**config.mk**
```make
export PLATFORM = sky130hd
export DESIGN_NAME = text_console_cursor_sequencer_flat
export DESIGN_NICKNAME = d
export VERILOG_FILES = /design/src/design/tcs_pkg.sv /design/src/design/tcs_if.sv /design/src/design/text_console_cursor_sequencer.sv /design/src/design/tcs_front.sv /design/src/design/tcs_queue.sv /design/src/design/tcs_back.sv /design/src/flat_wrapper.sv
export SDC_FILE = /design/constraint.sdc
export NUM_CORES = 1
export LEC_CHECK = 0
export BUFFER_PORTS_ARGS = -buffer_cell sky130_fd_sc_hd__buf_2
export CORE_AREA = 2 2 172 174
export CTS_CLUSTER_DIAMETER = 60
export CTS_CLUSTER_SIZE = 40
export DETAILED_ROUTE_END_ITERATION = 10
export DIE_AREA = 0 0 174 176
export GPL_TIMING_DRIVEN = 0
export PLACE_DENSITY = 0.84
export SLEW_MARGIN = 20
export SYNTH_ARGS = -nofsm -noshare
export SYNTH_HDL_FRONTEND = slang
export SYNTH_SLANG_ARGS = --single-unit
export TNS_END_PERCENT = 100
```
**constraint.sdc**
```tcl
create_clock -name clk_i -period 9.1 [get_ports clk_i]
set_input_delay 0.455 -clock clk_i [delete_from_list [all_inputs] [get_ports clk_i]]
set_output_delay 0.455 -clock clk_i [all_outputs]
set_load 0.01 [all_outputs]
```
**src/design/tcs_pkg.sv**
```systemverilog
package tcs_pkg;

  localparam int COLUMN_MAX   = 511;
  localparam int ROW_MAX      = 511;
  localparam int BLINK_PERIOD = 50;

  localparam int COL_W     = $clog2(COLUMN_MAX + 1);
  localparam int ROW_W     = $clog2(ROW_MAX + 1);
  localparam int BLINK_W   = $clog2(BLINK_PERIOD);
  localparam int FUNC_W    = 3;
  localparam int CHAR_W    = 8;
  localparam int CMD_W     = 3;
  localparam int PX_W      = 13;
  localparam int COLOR_W   = 32;
  localparam int CLIM_W    = 9;
  localparam int RLIM_W    = 8;
  localparam int CFG_IDX_W = 4;
  localparam int STEP_W    = 4;

  localparam int QUEUE_DEPTH = 2;
  localparam int QPTR_W      = $clog2(QUEUE_DEPTH);
  localparam int QCNT_W      = $clog2(QUEUE_DEPTH + 1);

  localparam int CELL_X_SHIFT = 3;
  localparam int CELL_Y_SHIFT = 4;
  localparam int MARGIN       = 10;
  localparam int TAB_STOP     = 8;

  localparam logic [CHAR_W-1:0] CH_BACKSPACE = 8'd8;
  localparam logic [CHAR_W-1:0] CH_TAB       = 8'd9;
  localparam logic [CHAR_W-1:0] CH_NEWLINE   = 8'd10;
  localparam logic [CHAR_W-1:0] CH_SPACE     = 8'd32;

  localparam logic [CLIM_W-1:0]  CLIM_RESET  = 9'd80;
  localparam logic [RLIM_W-1:0]  RLIM_RESET  = 8'd29;
  localparam logic [COLOR_W-1:0] FORE_RESET  = 32'hFFFF_FFFF;
  localparam logic [COLOR_W-1:0] BACK_RESET  = 32'hFF00_0000;
  localparam logic [COLOR_W-1:0] CLEAR_PAPER = 32'hFF00_0000;

  typedef enum logic [FUNC_W-1:0] {
    FN_CHAR  = 3'd0,
    FN_TICK  = 3'd1,
    FN_LEFT  = 3'd2,
    FN_RIGHT = 3'd3,
    FN_UP    = 3'd4,
    FN_DOWN  = 3'd5,
    FN_CLEAR = 3'd6
  } func_e;

  typedef enum logic [CMD_W-1:0] {
    CMD_GLYPH        = 3'd0,
    CMD_DRAW_CURSOR  = 3'd1,
    CMD_ERASE_CURSOR = 3'd2,
    CMD_SCROLL       = 3'd3,
    CMD_CLEAR        = 3'd4
  } cmd_e;

  typedef enum logic [CFG_IDX_W-1:0] {
    REG_COLUMN_LIMIT = 4'd0,
    REG_ROW_LIMIT    = 4'd1,
    REG_FORE_COLOR   = 4'd2,
    REG_BACK_COLOR   = 4'd3
  } reg_e;

  typedef enum logic [3:0] {
    EV_CHAR,
    EV_NEWLINE,
    EV_TAB,
    EV_BACKSPACE,
    EV_TICK,
    EV_LEFT,
    EV_RIGHT,
    EV_UP,
    EV_DOWN,
    EV_CLEAR,
    EV_NONE
  } ev_e;

  typedef enum logic [3:0] {
    OP_ERASE,
    OP_DRAW,
    OP_TAB,
    OP_WRAP,
    OP_SCROLL,
    OP_GLYPH,
    OP_CLEAR,
    OP_BLINK,
    OP_END
  } act_e;

  typedef enum logic [2:0] {
    MV_NONE,
    MV_LEFT,
    MV_RIGHT,
    MV_UP,
    MV_DOWN,
    MV_NEWLINE
  } mv_e;

  typedef enum logic {
    ST_IDLE,
    ST_RUN
  } st_e;

  typedef struct packed {
    ev_e               kind;
    logic [CHAR_W-1:0] chr;
  } ev_t;

  typedef struct packed {
    act_e act;
    mv_e  mv;
  } op_t;

  typedef struct packed {
    cmd_e               command;
    logic [PX_W-1:0]    px;
    logic [PX_W-1:0]    py;
    logic [CHAR_W-1:0]  glyph;
    logic [COLOR_W-1:0] ink;
    logic [COLOR_W-1:0] paper;
  } cmd_t;

  typedef struct packed {
    cmd_t cmd;
    logic last;
  } out_t;

  typedef struct packed {
    logic [CLIM_W-1:0]  column_limit;
    logic [RLIM_W-1:0]  row_limit;
    logic [COLOR_W-1:0] fore;
    logic [COLOR_W-1:0] back;
  } cfg_t;

  // erase the cursor, then move and redraw it
  function automatic op_t move_prog(mv_e mv, logic [STEP_W-1:0] step);
    op_t op;
    op = '{act: OP_END, mv: MV_NONE};
    case (step)
      STEP_W'(0): op.act = OP_ERASE;
      STEP_W'(1): op = '{act: OP_DRAW, mv: mv};
      default:    op.act = OP_END;
    endcase
    return op;
  endfunction

  function automatic op_t prog(ev_e kind, logic [STEP_W-1:0] step);
    op_t op;
    op = '{act: OP_END, mv: MV_NONE};
    case (kind)
      EV_CHAR: begin
        case (step)
          STEP_W'(0): op.act = OP_ERASE;
          STEP_W'(1): op.act = OP_WRAP;
          STEP_W'(2): op.act = OP_SCROLL;
          STEP_W'(3): op.act = OP_GLYPH;
          STEP_W'(4): op.act = OP_ERASE;
          STEP_W'(5): op = '{act: OP_DRAW, mv: MV_RIGHT};
          default:    op.act = OP_END;
        endcase
      end
      EV_BACKSPACE: begin
        case (step)
          STEP_W'(0): op.act = OP_ERASE;
          STEP_W'(1): op = '{act: OP_DRAW, mv: MV_LEFT};
          STEP_W'(2): op.act = OP_ERASE;
          STEP_W'(3): op.act = OP_WRAP;
          STEP_W'(4): op.act = OP_SCROLL;
          STEP_W'(5): op.act = OP_GLYPH;
          STEP_W'(6): op.act = OP_ERASE;
          STEP_W'(7): op = '{act: OP_DRAW, mv: MV_RIGHT};
          STEP_W'(8): op.act = OP_ERASE;
          STEP_W'(9): op = '{act: OP_DRAW, mv: MV_LEFT};
          default:    op.act = OP_END;
        endcase
      end
      EV_TAB: begin
        case (step)
          STEP_W'(0): op.act = OP_ERASE;
          STEP_W'(1): op.act = OP_TAB;
          default:    op.act = OP_END;
        endcase
      end
      EV_NEWLINE: op = move_prog(MV_NEWLINE, step);
      EV_LEFT:    op = move_prog(MV_LEFT, step);
      EV_RIGHT:   op = move_prog(MV_RIGHT, step);
      EV_UP:      op = move_prog(MV_UP, step);
      EV_DOWN:    op = move_prog(MV_DOWN, step);
      EV_TICK:    op.act = (step == STEP_W'(0)) ? OP_BLINK : OP_END;
      EV_CLEAR:   op.act = (step == STEP_W'(0)) ? OP_CLEAR : OP_END;
      default:    op.act = OP_END;
    endcase
    return op;
  endfunction

endpackage

```
**src/design/tcs_if.sv**
```systemverilog
interface tcs_in_if;
  logic                        valid;
  logic                        ready;
  logic [tcs_pkg::FUNC_W-1:0]  func;
  logic [tcs_pkg::CHAR_W-1:0]  char_code;

  modport source (output valid, func, char_code, input ready);
  modport sink (input valid, func, char_code, output ready);
endinterface

interface tcs_out_if;
  logic                         valid;
  logic                         ready;
  logic [tcs_pkg::CMD_W-1:0]    command;
  logic [tcs_pkg::PX_W-1:0]     pixel_x;
  logic [tcs_pkg::PX_W-1:0]     pixel_y;
  logic [tcs_pkg::CHAR_W-1:0]   glyph_code;
  logic [tcs_pkg::COLOR_W-1:0]  ink_color;
  logic [tcs_pkg::COLOR_W-1:0]  paper_color;
  logic                         last;

  modport source (output valid, command, pixel_x, pixel_y, glyph_code, ink_color,
                  paper_color, last, input ready);
  modport sink (input valid, command, pixel_x, pixel_y, glyph_code, ink_color,
                paper_color, last, output ready);
endinterface

interface tcs_cfg_if;
  logic                           valid;
  logic                           ready;
  logic [tcs_pkg::CFG_IDX_W-1:0]  index;
  logic [tcs_pkg::COLOR_W-1:0]    data;

  modport source (output valid, index, data, input ready);
  modport sink (input valid, index, data, output ready);
endinterface

```
**src/design/text_console_cursor_sequencer.sv**
```systemverilog
// Text console cursor sequencer.
// in_i takes one event per item (character, blink tick, cursor move, clear);
// out_o gives the run of draw commands it causes, last marking the final one
// of each event. cfg_i writes column_limit, row_limit, fore_color and
// back_color by index; it is always ready. The user must write it only while
// idle; the block does not enforce this. An event is decoded and placed in
// a two-item queue, so the input stays ready while the sequencer works, until
// the queue is full. The sequencer runs one program step per cycle while
// out_o is free: 7 steps for a printable character, 11 for backspace, 3 for
// a move, newline or tab, 2 for a blink tick or clear; from idle it first
// picks up the event. Unused function codes are taken and dropped. The step
// count of the sequencer sets the throughput.
// Each command waits in a hold register until the sequencer knows
// whether it is the last of its event, then moves to the output register.
// When out_o is stalled the sequencer halts on its current step; the queue
// keeps taking events until it is full.
// Reset puts the cursor at column 0, row 0, hidden, clears the blink count
// and loads the register defaults (80, 29, white, opaque black).
module text_console_cursor_sequencer (
  input  logic       clk_i,
  input  logic       rst_ni,
  tcs_in_if.sink     in_i,
  tcs_out_if.source  out_o,
  tcs_cfg_if.sink    cfg_i
);

  tcs_pkg::cfg_t cfg_q, cfg_d;
  logic          push_valid, push_ready, pop_valid, pop_ready;
  tcs_pkg::ev_t  push_ev, pop_ev;

  assign cfg_i.ready = 1'b1;

  always_comb begin
    cfg_d = cfg_q;
    if (cfg_i.valid) begin
      case (cfg_i.index)
        tcs_pkg::REG_COLUMN_LIMIT: cfg_d.column_limit = cfg_i.data[tcs_pkg::CLIM_W-1:0];
        tcs_pkg::REG_ROW_LIMIT:    cfg_d.row_limit    = cfg_i.data[tcs_pkg::RLIM_W-1:0];
        tcs_pkg::REG_FORE_COLOR:   cfg_d.fore         = cfg_i.data;
        tcs_pkg::REG_BACK_COLOR:   cfg_d.back         = cfg_i.data;
        default:                   cfg_d = cfg_q;
      endcase
    end
  end

  always_ff @(posedge clk_i or negedge rst_ni) begin
    if (!rst_ni) begin
      cfg_q.column_limit <= tcs_pkg::CLIM_RESET;
      cfg_q.row_limit    <= tcs_pkg::RLIM_RESET;
      cfg_q.fore         <= tcs_pkg::FORE_RESET;
      cfg_q.back         <= tcs_pkg::BACK_RESET;
    end else begin
      cfg_q <= cfg_d;
    end
  end

  tcs_front u_front (
    .in_i         (in_i),
    .push_valid_o (push_valid),
    .push_ev_o    (push_ev),
    .push_ready_i (push_ready)
  );

  tcs_queue u_queue (
    .clk_i        (clk_i),
    .rst_ni       (rst_ni),
    .push_valid_i (push_valid),
    .push_ev_i    (push_ev),
    .push_ready_o (push_ready),
    .pop_valid_o  (pop_valid),
    .pop_ev_o     (pop_ev),
    .pop_ready_i  (pop_ready)
  );

  tcs_back u_back (
    .clk_i     (clk_i),
    .rst_ni    (rst_ni),
    .cfg_i     (cfg_q),
    .q_valid_i (pop_valid),
    .q_ev_i    (pop_ev),
    .q_ready_o (pop_ready),
    .out_o     (out_o)
  );

  // a clear command is always alone in its item
  assert property (@(posedge clk_i) disable iff (!rst_ni)
    (out_o.valid && (out_o.command == tcs_pkg::CMD_CLEAR)) |-> out_o.last)
    else $error("clear command not marked last");

  // a scroll is always followed by a glyph of the same item
  assert property (@(posedge clk_i) disable iff (!rst_ni)
    (out_o.valid && (out_o.command == tcs_pkg::CMD_SCROLL)) |-> !out_o.last)
    else $error("scroll command marked last");

  // glyphs carry the programmed colors
  assert property (@(posedge clk_i) disable iff (!rst_ni)
    (out_o.valid && (out_o.command == tcs_pkg::CMD_GLYPH)) |->
      ((out_o.ink_color == cfg_q.fore) && (out_o.paper_color == cfg_q.back)))
    else $error("glyph colors differ from registers");

endmodule

```
**src/design/tcs_front.sv**
```systemverilog
module tcs_front (
  tcs_in_if.sink         in_i,
  output logic           push_valid_o,
  output tcs_pkg::ev_t   push_ev_o,
  input  logic           push_ready_i
);

  tcs_pkg::ev_t ev;

  always_comb begin
    ev.chr  = in_i.char_code;
    ev.kind = tcs_pkg::EV_NONE;
    case (in_i.func)
      tcs_pkg::FN_CHAR: begin
        case (in_i.char_code)
          tcs_pkg::CH_NEWLINE:   ev.kind = tcs_pkg::EV_NEWLINE;
          tcs_pkg::CH_TAB:       ev.kind = tcs_pkg::EV_TAB;
          tcs_pkg::CH_BACKSPACE: begin
            ev.kind = tcs_pkg::EV_BACKSPACE;
            ev.chr  = tcs_pkg::CH_SPACE;
          end
          default:               ev.kind = tcs_pkg::EV_CHAR;
        endcase
      end
      tcs_pkg::FN_TICK:  ev.kind = tcs_pkg::EV_TICK;
      tcs_pkg::FN_LEFT:  ev.kind = tcs_pkg::EV_LEFT;
      tcs_pkg::FN_RIGHT: ev.kind = tcs_pkg::EV_RIGHT;
      tcs_pkg::FN_UP:    ev.kind = tcs_pkg::EV_UP;
      tcs_pkg::FN_DOWN:  ev.kind = tcs_pkg::EV_DOWN;
      tcs_pkg::FN_CLEAR: ev.kind = tcs_pkg::EV_CLEAR;
      default:           ev.kind = tcs_pkg::EV_NONE;
    endcase
  end

  // unused function codes are taken and dropped here
  assign push_ev_o    = ev;
  assign push_valid_o = in_i.valid && (ev.kind != tcs_pkg::EV_NONE);
  assign in_i.ready   = push_ready_i || (ev.kind == tcs_pkg::EV_NONE);

endmodule

```
**src/design/tcs_queue.sv**
```systemverilog
module tcs_queue (
  input  logic          clk_i,
  input  logic          rst_ni,
  input  logic          push_valid_i,
  input  tcs_pkg::ev_t  push_ev_i,
  output logic          push_ready_o,
  output logic          pop_valid_o,
  output tcs_pkg::ev_t  pop_ev_o,
  input  logic          pop_ready_i
);

  tcs_pkg::ev_t                 mem_q [tcs_pkg::QUEUE_DEPTH];
  logic [tcs_pkg::QPTR_W-1:0]   wr_ptr_q, wr_ptr_d;
  logic [tcs_pkg::QPTR_W-1:0]   rd_ptr_q, rd_ptr_d;
  logic [tcs_pkg::QCNT_W-1:0]   count_q, count_d;
  logic                         push, pop;

  assign push_ready_o = count_q != tcs_pkg::QCNT_W'(tcs_pkg::QUEUE_DEPTH);
  assign pop_valid_o  = count_q != '0;
  assign pop_ev_o     = mem_q[rd_ptr_q];
  assign push         = push_valid_i && push_ready_o;
  assign pop          = pop_valid_o && pop_ready_i;

  always_comb begin
    wr_ptr_d = wr_ptr_q;
    rd_ptr_d = rd_ptr_q;
    count_d  = count_q;
    if (push) begin
      wr_ptr_d = (wr_ptr_q == tcs_pkg::QPTR_W'(tcs_pkg::QUEUE_DEPTH - 1)) ? '0
                                                                         : wr_ptr_q + 1'b1;
    end
    if (pop) begin
      rd_ptr_d = (rd_ptr_q == tcs_pkg::QPTR_W'(tcs_pkg::QUEUE_DEPTH - 1)) ? '0
                                                                         : rd_ptr_q + 1'b1;
    end
    case ({push, pop})
      2'b10:   count_d = count_q + 1'b1;
      2'b01:   count_d = count_q - 1'b1;
      default: count_d = count_q;
    endcase
  end

  always_ff @(posedge clk_i or negedge rst_ni) begin
    if (!rst_ni) begin
      wr_ptr_q <= '0;
      rd_ptr_q <= '0;
      count_q  <= '0;
    end else begin
      wr_ptr_q <= wr_ptr_d;
      rd_ptr_q <= rd_ptr_d;
      count_q  <= count_d;
    end
  end

  always_ff @(posedge clk_i) begin
    if (push) begin
      mem_q[wr_ptr_q] <= push_ev_i;
    end
  end

endmodule

```
**src/design/tcs_back.sv**
```systemverilog
module tcs_back (
  input  logic          clk_i,
  input  logic          rst_ni,
  input  tcs_pkg::cfg_t cfg_i,
  input  logic          q_valid_i,
  input  tcs_pkg::ev_t  q_ev_i,
  output logic          q_ready_o,
  tcs_out_if.source     out_o
);

  localparam int COL_W   = tcs_pkg::COL_W;
  localparam int ROW_W   = tcs_pkg::ROW_W;
  localparam int BLINK_W = tcs_pkg::BLINK_W;
  localparam int PX_W    = tcs_pkg::PX_W;

  function automatic logic [PX_W-1:0] px_of(logic [COL_W-1:0] col);
    return (PX_W'(col) << tcs_pkg::CELL_X_SHIFT) + PX_W'(tcs_pkg::MARGIN);
  endfunction

  function automatic logic [PX_W-1:0] py_of(logic [ROW_W-1:0] row);
    return (PX_W'(row) << tcs_pkg::CELL_Y_SHIFT) + PX_W'(tcs_pkg::MARGIN);
  endfunction

  tcs_pkg::st_e               state_q, state_d;
  tcs_pkg::ev_t               ev_q, ev_d;
  logic [tcs_pkg::STEP_W-1:0] step_q, step_d;
  logic [COL_W-1:0]           col_q, col_d;
  logic [ROW_W-1:0]           row_q, row_d;
  logic                       shown_q, shown_d;
  logic [BLINK_W-1:0]         blink_q, blink_d;
  tcs_pkg::cmd_t              hold_q, hold_d;
  logic                       hold_valid_q, hold_valid_d;
  tcs_pkg::out_t              out_q, out_d;
  logic                       out_valid_q, out_valid_d;

  tcs_pkg::op_t               op;
  logic                       out_free, adv, done, load;
  logic                       emit;
  tcs_pkg::cmd_t              ecmd;
  logic [COL_W-1:0]           col_mv, col_tab;
  logic [ROW_W-1:0]           row_mv, row_nl;
  logic [COL_W:0]             tab_sum;
  logic [BLINK_W:0]           blink_inc;
  logic                       col_can_inc, row_can_down, wrap_hit, scroll_hit;

  assign op       = tcs_pkg::prog(ev_q.kind, step_q);
  assign out_free = !out_valid_q || out_o.ready;
  assign adv      = (state_q == tcs_pkg::ST_RUN) && out_free;
  assign done     = adv && (op.act == tcs_pkg::OP_END);
  assign q_ready_o = (state_q == tcs_pkg::ST_IDLE) || done;
  assign load     = q_valid_i && q_ready_o;

  assign col_can_inc  = (32'(col_q) < 32'(cfg_i.column_limit)) &&
                        (32'(col_q) < tcs_pkg::COLUMN_MAX);
  assign row_can_down = (32'(row_q) < 32'(cfg_i.row_limit)) &&
                        (32'(row_q) < tcs_pkg::ROW_MAX);
  assign row_nl       = (32'(row_q) < tcs_pkg::ROW_MAX) ? row_q + 1'b1 : row_q;
  assign wrap_hit     = 32'(col_q) >= 32'(cfg_i.column_limit);
  assign scroll_hit   = 32'(row_q) >= 32'(cfg_i.row_limit);

  assign tab_sum = (COL_W + 1)'(col_q & ~COL_W'(tcs_pkg::TAB_STOP - 1)) +
                   (COL_W + 1)'(tcs_pkg::TAB_STOP);
  assign col_tab = (tab_sum > (COL_W + 1)'(tcs_pkg::COLUMN_MAX)) ?
                   COL_W'(tcs_pkg::COLUMN_MAX) : tab_sum[COL_W-1:0];

  assign blink_inc = (BLINK_W + 1)'(blink_q) + 1'b1;

  always_comb begin
    col_mv = col_q;
    row_mv = row_q;
    case (op.mv)
      tcs_pkg::MV_LEFT:    if (col_q != '0) col_mv = col_q - 1'b1;
      tcs_pkg::MV_RIGHT:   if (col_can_inc) col_mv = col_q + 1'b1;
      tcs_pkg::MV_UP:      if (row_q != '0) row_mv = row_q - 1'b1;
      tcs_pkg::MV_DOWN:    if (row_can_down) row_mv = row_q + 1'b1;
      tcs_pkg::MV_NEWLINE: begin
        col_mv = '0;
        row_mv = row_nl;
      end
      default: begin
        col_mv = col_q;
        row_mv = row_q;
      end
    endcase
  end

  // next state
  always_comb begin
    state_d = state_q;
    case (state_q)
      tcs_pkg::ST_IDLE: if (q_valid_i) state_d = tcs_pkg::ST_RUN;
      tcs_pkg::ST_RUN:  if (done && !q_valid_i) state_d = tcs_pkg::ST_IDLE;
      default:          state_d = tcs_pkg::ST_IDLE;
    endcase
  end

  // step execution
  always_comb begin
    ev_d         = ev_q;
    step_d       = step_q;
    col_d        = col_q;
    row_d        = row_q;
    shown_d      = shown_q;
    blink_d      = blink_q;
    hold_d       = hold_q;
    hold_valid_d = hold_valid_q;
    out_d        = out_q;
    out_valid_d  = out_valid_q && !out_o.ready;
    emit         = 1'b0;
    ecmd.command = tcs_pkg::CMD_GLYPH;
    ecmd.px      = '0;
    ecmd.py      = '0;
    ecmd.glyph   = '0;
    ecmd.ink     = '0;
    ecmd.paper   = '0;

    if (adv) begin
      step_d = step_q + 1'b1;
      case (op.act)
        tcs_pkg::OP_ERASE: begin
          emit         = shown_q;
          ecmd.command = tcs_pkg::CMD_ERASE_CURSOR;
          ecmd.px      = px_of(col_q);
          ecmd.py      = py_of(row_q);
          ecmd.paper   = cfg_i.back;
          shown_d      = 1'b0;
        end
        tcs_pkg::OP_DRAW: begin
          col_d        = col_mv;
          row_d        = row_mv;
          emit         = !shown_q;
          ecmd.command = tcs_pkg::CMD_DRAW_CURSOR;
          ecmd.px      = px_of(col_mv);
          ecmd.py      = py_of(row_mv);
          ecmd.ink     = cfg_i.fore;
          shown_d      = 1'b1;
        end
        tcs_pkg::OP_TAB: col_d = col_tab;
        tcs_pkg::OP_WRAP: begin
          if (wrap_hit) begin
            col_d        = '0;
            row_d        = row_nl;
            emit         = !shown_q;
            ecmd.command = tcs_pkg::CMD_DRAW_CURSOR;
            ecmd.px      = px_of('0);
            ecmd.py      = py_of(row_nl);
            ecmd.ink     = cfg_i.fore;
            shown_d      = 1'b1;
          end
        end
        tcs_pkg::OP_SCROLL: begin
          if (scroll_hit) begin
            emit         = 1'b1;
            ecmd.command = tcs_pkg::CMD_SCROLL;
            ecmd.paper   = cfg_i.back;
            if (row_q != '0) row_d = row_q - 1'b1;
          end
        end
        tcs_pkg::OP_GLYPH: begin
          emit         = 1'b1;
          ecmd.command = tcs_pkg::CMD_GLYPH;
          ecmd.px      = px_of(col_q);
          ecmd.py      = py_of(row_q);
          ecmd.glyph   = ev_q.chr;
          ecmd.ink     = cfg_i.fore;
          ecmd.paper   = cfg_i.back;
        end
        tcs_pkg::OP_CLEAR: begin
          emit         = 1'b1;
          ecmd.command = tcs_pkg::CMD_CLEAR;
          ecmd.paper   = tcs_pkg::CLEAR_PAPER;
          col_d        = '0;
          row_d        = '0;
        end
        tcs_pkg::OP_BLINK: begin
          if (blink_inc >= (BLINK_W + 1)'(tcs_pkg::BLINK_PERIOD)) begin
            blink_d = '0;
            emit    = 1'b1;
            ecmd.px = px_of(col_q);
            ecmd.py = py_of(row_q);
            shown_d = !shown_q;
            if (shown_q) begin
              ecmd.command = tcs_pkg::CMD_ERASE_CURSOR;
              ecmd.paper   = cfg_i.back;
            end else begin
              ecmd.command = tcs_pkg::CMD_DRAW_CURSOR;
              ecmd.ink     = cfg_i.fore;
            end
          end else begin
            blink_d = blink_inc[BLINK_W-1:0];
          end
        end
        default: begin
          emit = 1'b0;
        end
      endcase

      // the newest command waits in hold until we know whether it ends the item
      if (op.act == tcs_pkg::OP_END) begin
        if (hold_valid_q) begin
          out_d        = '{cmd: hold_q, last: 1'b1};
          out_valid_d  = 1'b1;
          hold_valid_d = 1'b0;
        end
      end else if (emit) begin
        if (hold_valid_q) begin
          out_d       = '{cmd: hold_q, last: 1'b0};
          out_valid_d = 1'b1;
        end
        hold_d       = ecmd;
        hold_valid_d = 1'b1;
      end
    end

    if (load) begin
      ev_d   = q_ev_i;
      step_d = '0;
    end
  end

  always_ff @(posedge clk_i or negedge rst_ni) begin
    if (!rst_ni) begin
      state_q      <= tcs_pkg::ST_IDLE;
      step_q       <= '0;
      col_q        <= '0;
      row_q        <= '0;
      shown_q      <= 1'b0;
      blink_q      <= '0;
      hold_valid_q <= 1'b0;
      out_valid_q  <= 1'b0;
    end else begin
      state_q      <= state_d;
      step_q       <= step_d;
      col_q        <= col_d;
      row_q        <= row_d;
      shown_q      <= shown_d;
      blink_q      <= blink_d;
      hold_valid_q <= hold_valid_d;
      out_valid_q  <= out_valid_d;
    end
  end

  always_ff @(posedge clk_i) begin
    ev_q   <= ev_d;
    hold_q <= hold_d;
    out_q  <= out_d;
  end

  assign out_o.valid       = out_valid_q;
  assign out_o.command     = out_q.cmd.command;
  assign out_o.pixel_x     = out_q.cmd.px;
  assign out_o.pixel_y     = out_q.cmd.py;
  assign out_o.glyph_code  = out_q.cmd.glyph;
  assign out_o.ink_color   = out_q.cmd.ink;
  assign out_o.paper_color = out_q.cmd.paper;
  assign out_o.last        = out_q.last;

endmodule
```
**src/flat_wrapper.sv**
```systemverilog
// flat-port wrapper written by rule: the top's interface ports become plain ports
module text_console_cursor_sequencer_flat 
  (clk_i, rst_ni, in_i_valid, in_i_func, in_i_char_code, in_i_ready, out_o_valid, out_o_command, out_o_pixel_x, out_o_pixel_y, out_o_glyph_code, out_o_ink_color, out_o_paper_color, out_o_last, out_o_ready, cfg_i_valid, cfg_i_index, cfg_i_data, cfg_i_ready);
  tcs_in_if in_i_i ();
  tcs_out_if out_o_i ();
  tcs_cfg_if cfg_i_i ();
  input  logic clk_i;
  input  logic rst_ni;
  input wire logic [$bits(in_i_i.valid)-1:0] in_i_valid;
  input wire logic [$bits(in_i_i.func)-1:0] in_i_func;
  input wire logic [$bits(in_i_i.char_code)-1:0] in_i_char_code;
  output wire logic [$bits(in_i_i.ready)-1:0] in_i_ready;
  output wire logic [$bits(out_o_i.valid)-1:0] out_o_valid;
  output wire logic [$bits(out_o_i.command)-1:0] out_o_command;
  output wire logic [$bits(out_o_i.pixel_x)-1:0] out_o_pixel_x;
  output wire logic [$bits(out_o_i.pixel_y)-1:0] out_o_pixel_y;
  output wire logic [$bits(out_o_i.glyph_code)-1:0] out_o_glyph_code;
  output wire logic [$bits(out_o_i.ink_color)-1:0] out_o_ink_color;
  output wire logic [$bits(out_o_i.paper_color)-1:0] out_o_paper_color;
  output wire logic [$bits(out_o_i.last)-1:0] out_o_last;
  input wire logic [$bits(out_o_i.ready)-1:0] out_o_ready;
  input wire logic [$bits(cfg_i_i.valid)-1:0] cfg_i_valid;
  input wire logic [$bits(cfg_i_i.index)-1:0] cfg_i_index;
  input wire logic [$bits(cfg_i_i.data)-1:0] cfg_i_data;
  output wire logic [$bits(cfg_i_i.ready)-1:0] cfg_i_ready;
  assign in_i_i.valid = in_i_valid;
  assign in_i_i.func = in_i_func;
  assign in_i_i.char_code = in_i_char_code;
  assign in_i_ready = in_i_i.ready;
  assign out_o_valid = out_o_i.valid;
  assign out_o_command = out_o_i.command;
  assign out_o_pixel_x = out_o_i.pixel_x;
  assign out_o_pixel_y = out_o_i.pixel_y;
  assign out_o_glyph_code = out_o_i.glyph_code;
  assign out_o_ink_color = out_o_i.ink_color;
  assign out_o_paper_color = out_o_i.paper_color;
  assign out_o_last = out_o_i.last;
  assign out_o_i.ready = out_o_ready;
  assign cfg_i_i.valid = cfg_i_valid;
  assign cfg_i_i.index = cfg_i_index;
  assign cfg_i_i.data = cfg_i_data;
  assign cfg_i_ready = cfg_i_i.ready;
  text_console_cursor_sequencer u_core (.clk_i(clk_i), .rst_ni(rst_ni), .in_i(in_i_i), .out_o(out_o_i), .cfg_i(cfg_i_i));
endmodule
```
### Word level (Yosys, flattened, before mapping)

Memories as Yosys holds them, arrays and structs flattened. A register that Yosys moved wholly into a read port is not among the register bits.
Index checks and enable logic that the tools add are counted.

* register bits: 320
* RAM bits: 24
* input port bits: 52
* output and inout port bits: 105
* memories kept: 1

Memory list
* u_core.u_queue.mem_q: depth 2, bits a word 12, rd ports 1, clocked after memory_dff 1, wr ports 1, RTL line tcs_queue.sv:12 `tcs_pkg::ev_t mem_q [tcs_pkg::QUEUE_DEPTH];`

* add/subtract/negate cells: 16
* order comparisons: 8
* equality and inequality tests: 53
* multiplexer cells: 74
* bitwise gates (word level): 2
* reduce and logical (&&, ||, !) cells: 49

Operators by type and width (count)
* $mux W102: 4
* $mux W32: 4
* $pmux W32 S4: 1
* $pmux W26 S4: 1
* $pmux W32 S3: 1
* $mux W9: 9
* $pmux W9 S4: 2
* $mux W64: 1
* $pmux W9 S3: 2
* $eq A4 B3 Y1 const B: 12
* $pmux W4 S5: 2
* $add A13 B4 Y13 const B: 3
* $eq A4 B2 Y1 const B: 8
* $mux W28: 1
* $pmux W4 S7: 1
* $mux W27: 1
* $add A12 B4 Y13 const B: 2
* $eq A4 B4 Y1 const B: 6
* $eq A8 B4 Y1 const B: 3
* $pmux W4 S6: 1
* $pmux W3 S7: 1
* $mux W1: 19
* $add A9 B1 Y9 const B: 2
* $lt A9 B9 Y1 const B: 2
* 49 further kinds: 113

### Logic depth before layout (Yosys ltp)

* depth in word-level cells: 11
* mapped depth: 14

### Hierarchy

Synthesis repeated with hierarchy kept, for this count alone.

* cells, all modules: 1241
* area total of the unflattened synthesis: 16074.2 µm²

By module, submodules not included
* tcs_back: instances 1, cells each 984, area each 11740.0 µm², seq. area each 6896.6 µm²
* text_console_cursor_sequencer: instances 1, cells each 178, area each 3125.5 µm², seq. area each 2084.5 µm²
* tcs_queue: instances 1, cells each 54, area each 1058.5 µm², seq. area each 820.8 µm²
* tcs_front: instances 1, cells each 25, area each 150.1 µm², seq. area each 0.0 µm²

### Worst setup path before layout

Ideal clock, no wire load.

* path type: register to register
* start point: reg u_core.u_back.step_q[1] in the netlist's numbering
* end point: reg u_core.u_back.hold_q[0] in the netlist's numbering (enable)
* library setup time: 0.465 ns
* arrival: 4.497 ns
* required time: 8.635 ns
* slack: 4.138 ns
* cell stages (with the launch flop): 13
* clock period less this slack: 4.962 ns
* path through: dfrtp_1 > inv_1 > ha_1 > nor3b_4 > and3_1 > buf_2 > nor3_1 > nor2b_1 > buf_2 > nor2_4 > o21ai_0 > o211ai_1 > and2_1

* word-level cells in the longest chain between the ends: 9

RTL lines
* from (decl): RTL line tcs_back.sv:26 `logic [tcs_pkg::STEP_W-1:0] step_q, step_d;`
* from (signal assigned): RTL line tcs_back.sv:233 `step_q <= step_d;`
* $eq A4 B4 Y1 (tied with other cells): RTL line tcs_pkg.sv:164 `case (step)`
* $reduce_or A4 Y1 (no source line) (tied with other cells)
* $pmux W4 S5 (on tied branches): RTL line tcs_pkg.sv:164, tcs_pkg.sv:153
* $pmux W4 S6 *: RTL line tcs_pkg.sv:151 `case (kind)`
* $eq A4 B3 Y1: RTL line tcs_back.sv:119 `case (op.act)`
* $reduce_or A2 Y1 (no source line)
* $pmux W1 S6: RTL line tcs_back.sv:119
* $mux W1: RTL line tcs_back.sv:117 `if (adv) begin`
* $reduce_and A3 Y1 (no source line) *
* to (signal assigned): RTL line tcs_back.sv:245 `hold_q <= hold_d;`
* to (decl): RTL line tcs_back.sv:31 `tcs_pkg::cmd_t hold_q, hold_d;`

Every way passes the cells marked *; elsewhere a longest branch is shown, timed or not. The select of a mux whose other input is x is not followed.
A chain may end at the register's enable or synchronous reset.

### Worst setup path in the final report

* start point: reg u_core.u_back.step_q[1] in the netlist's numbering
* end point: reg u_core.u_back.out_q, in the netlist u_core.u_back.out_o.ink_color[13] (enable)

* word-level cells in the longest chain between the ends: 10

RTL lines
* $eq A4 B4 Y1 (tied with other cells): RTL line tcs_pkg.sv:164
* $reduce_or A4 Y1 (no source line) (tied with other cells)
* $pmux W4 S5 (on tied branches): RTL line tcs_pkg.sv:164, tcs_pkg.sv:153
* $pmux W4 S6 *: RTL line tcs_pkg.sv:151
* $eq A4 B3 Y1: RTL line tcs_back.sv:119
* $reduce_or A2 Y1 (no source line)
* $pmux W1 S6: RTL line tcs_back.sv:119
* $mux W1: RTL line tcs_back.sv:117
* $ne A2 B2 Y1 (no source line) or $reduce_bool A2 Y1 (tied branches)
* $reduce_and A4 Y1 (no source line) *
* to (signal assigned): RTL line tcs_back.sv:246 `out_q <= out_d;`
* to (decl): RTL line tcs_back.sv:33 `tcs_pkg::out_t out_q, out_d;`

Marks and branches as above.

==> flow_summary.json <==
{
  "fin_crit_sh_pct": 45.7,
  "n_fill_cell": 2124,
  "cp-end-kind": "flop",
  "hold_path_depth": 2,
  "synthXorXnorAreaFrac_pct": 1.85,
  "synth_area_mm2": 0.0156,
  "synth_edf_count": 227,
  "dpl_cell_area_mm2": 0.0170,
  "rows": 62,
  "overflow": 0,
  "yosys_register_bits": 344,
  "synth_cell_types": 86,
  "synth_top_area_share_pct": 43.6,
  "critPathMaxStageDelay_ps": 690,
  "placed_cells": 1756,
  "cts_hold_buf": 1,
  "postSynthAreaPerCell_um2": 12.9,
  "finalWeightedCongestion": 0.923,
  "htreeDepth": 1,
  "place_hpwl_mm": 24.7,
  "path_clk_slew_ps": 90,
  "pwr-share-comb_pct": 35.5,
  "antenna_left": 0,
  "dr.pass1.iters": 5,
  "hold_start": "cfg_i_data[28]",
  "clockPowerShare_pct": 20.2,
  "setup_viol": 0,
  "r2r_cells": 13,
  "fp.dieH_um": 176,
  "hold_path_end": "u_core.cfg_q[28]",
  "maxCapViolCount": 0,
  "via_count": 10400,
  "design_area_mm2": 0.0180,
  "drive_gt1_share_pct": 27.3,
  "synthSimpleGateAreaFrac_pct": 13.2,
  "hold_path_class": "in -> reg",
  "muxShareOfSynthArea_pct": 6.25,
  "ir_worst_vdd_uv": 216,
  "setup_ws_ps": 4940,
  "cp_common_cell": "buf_2",
  "fmax_mhz": 240,
  "antennaDiodeCount": 0,
  "grt_pass1_vias": 10300,
  "cp-start-kind": "flop",
  "antenna_found_initial": 0,
  "yosys_warnings": 0,
  "coreArea_mm2": 0.0285,
  "ys.flop_type": "edfxtp_1",
  "track_usage_pct": 22.2,
  "status": "finished, final reports clean",
  "hold_violations": 0,
  "synth_compound_area_share_pct": 10.8,
  "r2r-start": "u_core.u_back.step_q[1]",
  "clockRootBuffer": "clkbuf_16",
  "synth_top_family_by_area": "simple AND/OR/NAND/NOR gates",
  "p_sw_share_pct": 37.1,
  "synth_common_cells": "edfxtp_1 (227), mux2_2 (85), nand2_1 (74), dfrtp_1 (71), nor2_1 (70)",
  "setup_tns_ps": 0,
  "p_int_uw": 3800,
  "drt-initial-drc-count": 1009,
  "die_area_mm2": 0.0306,
  "yosysMostFrequentCell": "edfxtp_1",
  "cts_made_buffers": 24,
  "fin_skew_ps": 34.4,
  "wl_per_cell_um": 19.1,
  "grt_max_degree": 83,
  "portBuffers": 151,
  "ys_seq_area_share_pct": 62.7,
  "routed_wirelength_mm": 34.3,
  "reg2reg_to": "u_core.u_back.out_o.ink_color[13]",
  "fin_cells": 1801,
  "synth_fa_ha_area_share_pct": 2.48,
  "critical_path.cell_chain": "inv_1, ha_1, nor3b_4, and3_1, buf_2, nor3_1, nor2b_1, buf_2, nor2_4, o21ai_0, o211ai_1, o211a_4, buf_16",
  "crit_required_ps": 9330,
  "finish.utilization_pct": 62.9,
  "syn_inst": 1215,
  "crit_fanout": 53,
  "clkSinkCount": 344,
  "synthTopCellsByArea": "edfxtp_1 (44%), dfrtp_1 (11%), dfstp_2 (7.7%), mux2_2 (6.1%), and2_1 (2.5%)",
  "maxSlewHeadroom_pct": 24.5,
  "p_switching_uw": 2250,
  "grt_pass1_wl_mm": 54.3,
  "clk_latency_ps": 560,
  "post_cts_buffers": 0,
  "power_density_mw_per_mm2": 337,
  "r2r_setup_slack_ps": 4940,
  "start_util_pct": 54.8,
  "yosys.area.top_type": "edfxtp_1",
  "rsz0062_at_grt": "false",
  "area_delta_synth_final_pct": 14.8,
  "cts_tree": "yes",
  "nets": 1482,
  "worstMarginPinSlew_ps": 1120,
  "place_ws_ps": 4940,
  "period_needed_ps": 4160,
  "seq_power_share_pct": 44.4,
  "cts.path.max_buffers": 3,
  "crit_arrival_ps": 4400,
  "cts_resized": 0,
  "leakage_uw": 0.00690,
  "via_per_inst": 5.77,
  "cpMaxStageDelayCell": "o211a_4",
  "crit_type": "reg -> reg",
  "slew_viol_final": 0,
  "async_reset_ff_share_pct": 34.0,
  "io-pin-count": 157,
  "drc": 0,
  "die_w_um": 174
}
[how the worst max path moves through the flow]
stage                                  from                                   to  slack [ps]  cells after the start
finish              u_core.u_back.step_q[1]    u_core.u_back.out_o.ink_color[13]        4940                     13
global route        u_core.u_back.step_q[1]    u_core.u_back.out_o.ink_color[11]        4530                     13
CTS                 u_core.u_back.step_q[1]    u_core.u_back.out_o.ink_color[13]        4920                     13
detailed placement  u_core.u_back.step_q[1]  u_core.u_back.out_o.paper_color[13]        4940                     13
global placement    u_core.u_back.step_q[1]             u_core.u_back.hold_q[12]        2670                     12
floorplan           u_core.u_back.step_q[1]              u_core.u_back.hold_q[0]        4140                     12
[logic make-up (layout without fill, tap and decap cells)]
| logic type | after synthesis | in the layout |
|---|---|---|
| AND/OR/NAND/NOR | 379 | 379 |
| flip-flops | 344 | 344 |
| AO/OA/AOI/OAI | 238 | 238 |
| buffers and inverters | 101 | 300 |
| multiplexers | 87 | 87 |
| XOR/XNOR | 33 | 33 |
| adder cells (fa/ha/maj) | 31 | 31 |
| other | 2 | 5 |
[power by group through the flow]
stage / registers, uW / clock network, uW / logic (uW)
finish: 2680 / 1220 / 2140
CTS: 2690 / 1240 / 2130
global placement: 2750 / 0 / 2010
global route: 2740 / 1300 / 2340
detailed placement: 2720 / 0 / 2110
floorplan: 2720 / 0 / 1400
[worst max-delay path, delay by kind of cell, from the launching register on]
kind / cells / cell delay (ps)
AND/OR/NAND/NOR: 5 / 1140
flip-flops: 1 / 420
buffers and inverters: 4 / 820
adder cells (fa/ha/maj): 1 / 310
AO/OA/AOI/OAI: 3 / 1100
[registers in the layout, summed over array words and instances (netlist names), 4 cells and up]
name / count
u_core.u_back.out_o.glyph_code: 8
u_core.u_back.out_o.paper_color: 32
u_core.u_back.out_o.pixel_y: 9
u_core.u_back.row_q: 9
u_core.u_back.ev_q: 12
u_core.u_back.step_q: 4
u_core.u_back.hold_q: 95
u_core.u_back.out_o.ink_color: 32
u_core.u_back.out_o.pixel_x: 11
u_core.u_back.col_q: 9
u_core.u_queue.mem_q: 24
u_core.cfg_q: 81
u_core.u_back.blink_q: 6
[cell type report]
| class | count | area (um2) | share of cell area [%] |
|---|---|---|---|
| buffer | 60 | 270 | 1.50 |
| inverter | 41 | 154 | 0.857 |
| multi-input combinational | 773 | 5440 | 30.3 |
| tap | 384 | 480 | 2.67 |
| clock inverter | 16 | 312 | 1.73 |
| timing repair buffer | 155 | 855 | 4.76 |
| sequential | 344 | 9800 | 54.6 |
| clock buffer | 28 | 647 | 3.60 |
[per-layer routing]
layer / GRT usage, % / vias to the layer above / part of all wire [%]
li1: - / 4850 / -
met1: 29.0 / 5054 / 41
met2: 38.5 / 417 / 49
met3: 3.10 / 77 / 6.4
met4: 7.67 / 0 / 3.3
met5: 0 / - / 0
[cell usage in the layout, fill, tap and decap left out, drive strengths merged, types with 5 or more instances in the layout]
master	instances
o22ai	14
a22oi	5
dfstp	46
nand4	9
or2	8
o21bai	6
and3	20
edfxtp	227
o31ai	7
buf	177
o221ai	11
a21oi	36
o21a	9
ha	31
o21ai	60
xor2	13
xnor2	20
nor3	27
conb	5
mux2	85
nor4	8
or3	11
and2	63
a211oi	18
dfrtp	71
a31oi	11
or4	6
nand2	75
nor3b	6
nor2b	15
clkinv	9
clkbuf	65
o211ai	6
nor2	72
a21o	12
inv	48
nand3	27
nand2b	18
[metrics by stage]
step                power, uW  hold slack [ps]
CTS                      6060              139
floorplan                4120              159
global route             6380              140
detailed placement       4830              396
finish                   6050              155
global placement         4750              401
(Power assumes the default switching activity.)
